--- src/hw/rtl/rmd_pkg.sv ---
// shared constants and types for the rate monotonic dispatcher
package rmd_pkg;
  localparam int unsigned MaxTasks = 8;
  localparam int unsigned IdxW = $clog2(MaxTasks);
  localparam int unsigned CntW = $clog2(MaxTasks + 1);

  localparam logic ActLoad = 1'b0;
  localparam logic ActTick = 1'b1;

  typedef struct packed {
    logic [15:0] burst;
    logic [15:0] period;
    logic [15:0] rel_left;
    logic [15:0] work;
    logic [31:0] deadline;
    logic [31:0] rel_time;
  } task_entry_t;
endpackage

--- src/hw/rtl/rate_monotonic_dispatcher_unit.sv ---
// top level of the rate monotonic dispatcher with its tick sequencer
// A load item writes its entry in the accepting cycle and then holds its
// result in StOut. A tick item walks the task table with one shared compare
// and update path, one entry per cycle, in three passes (release, pick, drop;
// skipped when no entry is active), then runs the chosen job in StRun and
// presents the result in StOut. The result is held in an output register; the
// block takes no new item until it has been read. A register write waiting at
// the same time as an item goes first.
module rate_monotonic_dispatcher_unit import rmd_pkg::*; (
  input  logic        clk_i,
  input  logic        rst_ni,
  input  logic        in_valid_i,
  output logic        in_ready_o,
  input  logic        action_i,
  input  logic [2:0]  task_index_i,
  input  logic [15:0] burst_time_i,
  input  logic [15:0] period_i,
  input  logic [15:0] release_count_i,
  output logic        out_valid_o,
  input  logic        out_ready_i,
  output logic [2:0]  running_task_o,
  output logic        idle_o,
  output logic        job_finished_o,
  output logic [31:0] job_wait_o,
  output logic [3:0]  missed_now_o,
  output logic [31:0] missed_total_o,
  output logic [31:0] current_time_o,
  input  logic        cfg_valid_i,
  output logic        cfg_ready_o,
  input  logic [3:0]  cfg_data_i
);
  typedef enum logic [2:0] {
    StIdle, StRel, StPick, StDrop, StRun, StOut
  } state_e;

  state_e state_q;
  logic [IdxW-1:0] idx_q, pick_q;
  logic have_q;
  logic [15:0] pick_per_q;
  logic [3:0] tc_q, miss_now_q;
  logic [31:0] now_q, miss_tot_q;
  logic [2:0] run_q;
  logic idle_q, fin_q;
  logic [31:0] wait_q;

  // table port
  logic we;
  logic [IdxW-1:0] waddr, raddr;
  task_entry_t wdata, rd;

  rmd_task_table u_table (
    .clk_i, .rst_ni, .we_i(we), .waddr_i(waddr), .wdata_i(wdata),
    .raddr_i(raddr), .rdata_o(rd)
  );

  // active entry count, clipped to the table depth
  logic [CntW-1:0] n_act;
  always_comb begin
    if ({28'd0, tc_q} > 32'(MaxTasks)) n_act = CntW'(MaxTasks);
    else n_act = CntW'(tc_q);
  end
  logic last;
  assign last = (CntW'(idx_q) + CntW'(1)) >= n_act;

  logic [IdxW-1:0] load_idx;
  logic load_ok;
  assign load_idx = IdxW'(task_index_i);
  assign load_ok = {29'd0, task_index_i} < 32'(MaxTasks);

  // a pending register write holds off the item
  assign in_ready_o = (state_q == StIdle) && !cfg_valid_i;
  assign cfg_ready_o = (state_q == StIdle);
  assign out_valid_o = (state_q == StOut);

  logic in_fire;
  assign in_fire = in_valid_i && in_ready_o;

  // deadline test: now + work > deadline, in 33 bits
  logic late;
  assign late = ({1'b0, now_q} + {17'd0, rd.work}) > {1'b0, rd.deadline};

  logic [31:0] miss_inc;
  assign miss_inc = (miss_tot_q != '1) ? miss_tot_q + 32'd1 : miss_tot_q;
  logic [3:0] now_inc;
  assign now_inc = (miss_now_q != 4'd15) ? miss_now_q + 4'd1 : miss_now_q;

  always_comb begin
    we = 1'b0;
    waddr = idx_q;
    raddr = idx_q;
    wdata = rd;
    case (state_q)
      StIdle: begin
        waddr = load_idx;
        wdata.burst = burst_time_i;
        wdata.period = period_i;
        wdata.rel_left = release_count_i;
        wdata.work = '0;
        wdata.deadline = now_q;
        wdata.rel_time = now_q;
        we = in_fire && action_i == ActLoad && load_ok;
      end
      StRel: begin
        // release a due job
        if (rd.rel_left != 0 && now_q == rd.deadline) begin
          we = 1'b1;
          wdata.work = rd.burst;
          wdata.rel_time = now_q;
          wdata.rel_left = rd.rel_left - 16'd1;
          wdata.deadline = now_q + {16'd0, rd.period};
        end
      end
      StDrop: begin
        if (rd.work != 0 && late) begin
          we = 1'b1;
          wdata.work = '0;
        end
      end
      StRun: begin
        raddr = pick_q;
        waddr = pick_q;
        if (have_q && rd.work != 0) begin
          we = 1'b1;
          wdata.work = rd.work - 16'd1;
        end
      end
      default: ;
    endcase
  end

  always_ff @(posedge clk_i or negedge rst_ni) begin
    if (!rst_ni) begin
      state_q <= StIdle;
      idx_q <= '0;
      pick_q <= '0;
      have_q <= 1'b0;
      pick_per_q <= '0;
      tc_q <= 4'd8;
      miss_now_q <= '0;
      now_q <= '0;
      miss_tot_q <= '0;
      run_q <= '0;
      idle_q <= 1'b1;
      fin_q <= 1'b0;
      wait_q <= '0;
    end else begin
      case (state_q)
        StIdle: begin
          if (cfg_valid_i) tc_q <= cfg_data_i;
          if (in_fire) begin
            run_q <= '0;
            idle_q <= 1'b1;
            fin_q <= 1'b0;
            wait_q <= '0;
            miss_now_q <= '0;
            idx_q <= '0;
            have_q <= 1'b0;
            pick_q <= '0;
            if (action_i == ActLoad) state_q <= StOut;
            else if (n_act == 0) state_q <= StRun;
            else state_q <= StRel;
          end
        end
        StRel: begin
          if (rd.rel_left != 0 && now_q == rd.deadline && rd.work != 0) begin
            miss_tot_q <= miss_inc;
            miss_now_q <= now_inc;
          end
          idx_q <= last ? '0 : idx_q + 1'b1;
          if (last) state_q <= StPick;
        end
        StPick: begin
          // smallest period, ties to lower index
          if (rd.work != 0 && (!have_q || rd.period < pick_per_q)) begin
            have_q <= 1'b1;
            pick_q <= idx_q;
            pick_per_q <= rd.period;
          end
          idx_q <= last ? '0 : idx_q + 1'b1;
          if (last) state_q <= StDrop;
        end
        StDrop: begin
          if (rd.work != 0 && late) begin
            miss_tot_q <= miss_inc;
            miss_now_q <= now_inc;
          end
          idx_q <= last ? '0 : idx_q + 1'b1;
          if (last) state_q <= StRun;
        end
        StRun: begin
          if (have_q && rd.work != 0) begin
            run_q <= 3'(pick_q);
            idle_q <= 1'b0;
            if (rd.work == 16'd1) begin
              fin_q <= 1'b1;
              wait_q <= now_q + 32'd1 - rd.rel_time - {16'd0, rd.burst};
            end
          end
          now_q <= now_q + 32'd1;
          state_q <= StOut;
        end
        StOut: begin
          if (out_ready_i) state_q <= StIdle;
        end
        default: state_q <= StIdle;
      endcase
    end
  end

  assign running_task_o = run_q;
  assign idle_o = idle_q;
  assign job_finished_o = fin_q;
  assign job_wait_o = wait_q;
  assign missed_now_o = miss_now_q;
  assign missed_total_o = miss_tot_q;
  assign current_time_o = now_q;
endmodule

--- src/hw/rtl/rmd_task_table.sv ---
// task table register file, one entry read and written per cycle
module rmd_task_table import rmd_pkg::*; (
  input  logic              clk_i,
  input  logic              rst_ni,
  input  logic              we_i,
  input  logic [IdxW-1:0]   waddr_i,
  input  task_entry_t       wdata_i,
  input  logic [IdxW-1:0]   raddr_i,
  output task_entry_t       rdata_o
);
  task_entry_t mem_q [MaxTasks];

  always_ff @(posedge clk_i or negedge rst_ni) begin
    if (!rst_ni) begin
      for (int i = 0; i < MaxTasks; i++) mem_q[i] <= '0;
    end else if (we_i) begin
      mem_q[waddr_i] <= wdata_i;
    end
  end

  assign rdata_o = mem_q[raddr_i];
endmodule

--- config.mk ---
export PLATFORM = sky130hd
export DESIGN_NAME = rate_monotonic_dispatcher_unit
export DESIGN_NICKNAME = d
export VERILOG_FILES = /design/src/hw/rtl/rmd_pkg.sv /design/src/hw/rtl/rate_monotonic_dispatcher_unit.sv /design/src/hw/rtl/rmd_task_table.sv
export SDC_FILE = /design/constraint.sdc
export NUM_CORES = 2
export LEC_CHECK = 0
export BUFFER_PORTS_ARGS = -buffer_cell sky130_fd_sc_hd__buf_4
export CAP_MARGIN = 10
export CORE_MARGIN = 2
export CORE_UTILIZATION = 30
export DETAILED_ROUTE_END_ITERATION = 6
export GPL_TIMING_DRIVEN = 1
export HOLD_SLACK_MARGIN = 0.03
export MAX_ROUTING_LAYER = met4
export PLACE_DENSITY_LB_ADDON = 0.08
export SLEW_MARGIN = 20
export SYNTH_ARGS = -nofsm -noshare
export SYNTH_HDL_FRONTEND = slang
export SYNTH_HIERARCHICAL = 1
export SYNTH_SLANG_ARGS = --single-unit
--- constraint.sdc ---
create_clock -name clk_i -period 25 [get_ports clk_i]
set_input_delay 0 -clock clk_i [delete_from_list [all_inputs] [get_ports clk_i]]
set_output_delay 0 -clock clk_i [all_outputs]
set_load 0.1 [all_outputs]
==> results.tsv <==
metric	value	unit
synth_area	60690	µm²
synth_area_per_cell	13.48	µm²
cts_tree	done	
cp_slowest_cell	and4bb_4	
core	201700	µm²
final.min_clock_period	12.97	ns
p_seq_frac	0.298	
htree_levels	4	
worstSetupStartpointType	flip-flop	
grt_pass1_vias	40275	
syn-num-nets	4718	
skew	0.02459	ns
critPathArrivalTime	13.64	ns
place.gp.congestion	0.8243	
rsz0062_at_grt	no	
clk_path_buf_depth	3	
cts_buffers	147	
ys_ff_latch	1159	
clock_latency	0.80	ns
grt_max_degree	155	
die_w	453.8	µm
r2r_start	state_q[2]$_DFFE_PN0P_	
globalRouteTotalUtil	0.1896	
final_common_cell	mux2_2	
reg2reg_depth	32	
io-pin-count	169	
path_class	flip-flop to flip-flop	
core.rowCount	165	
antenna_found_initial	3	
drtAntennaViolNets	0	
max-vdd-ir-drop	0.00007879	V
drive_above_1_share	0.3962	
hpwl	117100	µm
slew_violations	0	
placed_area	64530	µm²
min_delay_worst_endpoint	u_table/mem_q[215]$_DFFE_PN0P_	
slowest_delay	1.03	ns
root_buffer	clkbuf_16	
wire_per_inst	25.22	µm
fin_area	70160	µm²
fin_setup_tns	0	ns
path_clk_slew	0.06	ns
syn_inst	4502	
swShare	0.3974	
dieArea	205900	µm²
intPower	4621	µW
vias_per_cell	5.063	
cts_resized	0	
cts_sinks	1159	
first_iter_violations	2000	
synthArstFlopShare	1.000	
fin_nets	4922	
final_cell_mix	mux2_2 (1178), dfrtp_1 (1157), nand2_1 (272)	
routed_wl	189000	µm
grt_pass1_wl	281800	µm
p_leak	0.03334	µW
clockPowerShare	0.282	
drv_cap	0	
worst_pin_slew	1.095	ns
regToRegEndpoint	u_table/mem_q[661]$_DFFE_PN0P_	
slew_headroom	0.2685	
hold_path_depth	4	
crit_path_max_fanout	50	
cts_hold_buf	68	
ys_types	88	
power_switching	3048	µW
setup_slack	12.03	ns
hold_ws	0.1505	ns
vias	37940	
dr.pass1.iters	5	
final.fill_count	19678	
setup_viol	0	
period_share	0.5188	
place_ws	11.81	ns
power_density	109.3	nW/µm²
final_util	0.3478	
globalRouteOverflowTotal	0	
cp.required	25.67	ns
hold_violations	0	
path_common_cell	buf_4	
die_y	453.8	µm
fmaxAchievable	77.10	MHz
synth_ff_type	dfrtp_1	
critPathCaptureType	flip-flop	
start_util	0.3009	
io_buffers	168	
postCtsSetupRepairBufs	0	
regToRegSetupSlack	12.03	ns
seq_area_frac_synth	0.4779	
holdCritStartpoint	release_count_i[7]	
synth_edf_count	0	
outcome	finished, final reports clean	
p_comb_frac	0.421	
antenna_cells	0	
drc	0	
yosysWarnings	6	
hp-class	primary input to flip-flop	
syn_to_final_growth	15.60	%
through the flow:
| stage | power (µW) | cells |
|---|---|---|
| floorplan | 4503 | 4502 |
| global placement | 5588 | 7161 |
| detailed placement | 5589 | 7161 |
| CTS | 7825 | 7493 |
| global route | 8129 | 7493 |
| finish | 7669 | 7493 |
synthesized netlist by cell type (12+ instances only):
library cell / instances / area [µm²]
xnor2_1: 81 / 709.4
o211ai_1: 12 / 90.09
and3_1: 27 / 168.9
ha_1: 137 / 1714
mux4_2: 197 / 4437
buf_6: 21 / 236.5
clkbuf_8: 14 / 192.7
nand3_1: 48 / 240.2
a221o_1: 13 / 130.1
o21a_1: 19 / 142.6
buf_1: 21 / 78.83
buf_2: 109 / 545.5
buf_4: 17 / 127.6
nor2b_1: 13 / 81.33
mux4_1: 53 / 1393
fa_1: 18 / 360.4
or3_1: 12 / 75.07
mux2_1: 23 / 259.0
nor2_1: 126 / 473.0
nand4_1: 22 / 137.6
xor2_1: 120 / 1051
clkbuf_1: 77 / 289.0
dfrtp_1: 1157 / 28950
nand2_1: 273 / 1025
o21ai_0: 132 / 660.6
inv_1: 156 / 585.6
nor4_1: 25 / 156.4
mux2i_1: 15 / 150.1
mux2_2: 1178 / 13270
a21o_1: 45 / 337.8
nor3_1: 44 / 220.2
a21oi_1: 78 / 390.4
a22oi_1: 22 / 165.2
how the worst max path moves through the flow:
stage                      startpoint                              end  slack [ns]
2_1_floorplan  state_q[0]$_DFFE_PN0P_  u_table/mem_q[1000]$_DFFE_PN0P_       16.94
3_3_place_gp   state_q[2]$_DFFE_PN0P_   u_table/mem_q[656]$_DFFE_PN0P_       11.97
3_5_place_dp   state_q[2]$_DFFE_PN0P_   u_table/mem_q[661]$_DFFE_PN0P_       11.81
4_1_cts        state_q[2]$_DFFE_PN0P_   u_table/mem_q[661]$_DFFE_PN0P_       11.78
5_1_grt        state_q[2]$_DFFE_PN0P_   u_table/mem_q[654]$_DFFE_PN0P_       11.17
6_report       state_q[2]$_DFFE_PN0P_   u_table/mem_q[661]$_DFFE_PN0P_       12.03
worst max-delay path, delay by kind of cell (launching register included):
kind	cells	cell delay, ns
buffers and inverters	8	4.95
AO/OA/AOI/OAI	9	2.07
XOR/XNOR	1	0.16
multiplexers	3	1.33
AND/OR/NAND/NOR	9	3.02
flip-flops	1	0.36
adder cells (fa/ha/maj)	2	0.70
cell families after synthesis:
kind of cell             after synthesis  share of synthesized area
multiplexers                        1472                     0.3238
buffers and inverters                428                    0.03742
AO/OA/AOI/OAI                        424                    0.04546
flip-flops                          1159                     0.4779
XOR/XNOR                             201                    0.02900
AND/OR/NAND/NOR                      663                    0.05224
adder cells (fa/ha/maj)              155                    0.03418
power by group through the flow:
stage	clock (µW)	sequential (µW)	combinational, µW
6_report	2160	2280	3230
5_1_grt	2310	2320	3500
4_1_cts	2240	2280	3300
3_5_place_dp	0	2320	3270
3_3_place_gp	0	2310	3270
2_1_floorplan	0	2350	2150
layout make-up:
class / count / area [µm²] / share of cell area
Clock inverter: 40 / 525.5 / 0.007490
Sequential cell: 1159 / 29010 / 0.4134
Inverter: 156 / 588.1 / 0.008382
Clock buffer: 224 / 4400 / 0.06272
Timing Repair Buffer: 327 / 2800 / 0.03991
Tap cell: 2672 / 3343 / 0.04765
Multi-Input combinational cell: 2915 / 29500 / 0.4204
registers in the layout, summed over array words and instances, names as in the netlist, 4 cells and up:
register	cells
pick_per_q	16
current_time_o	32
missed_total_o	32
job_wait_o	32
u_table/mem_q	1024
missed_now_o	4
tc_q	4
layer usage:
layer | GRT usage | vias up | part of all wire
met5 | - | - | 0
met4 | 0.05347 | 0 | 0.026
met3 | 0.02344 | 237 | 0.027
met2 | 0.3064 | 522 | 0.48
met1 | 0.2503 | 20212 | 0.46
li1 | - | 16969 | -
No activity file was read; power rests on OpenSTA's default activity.
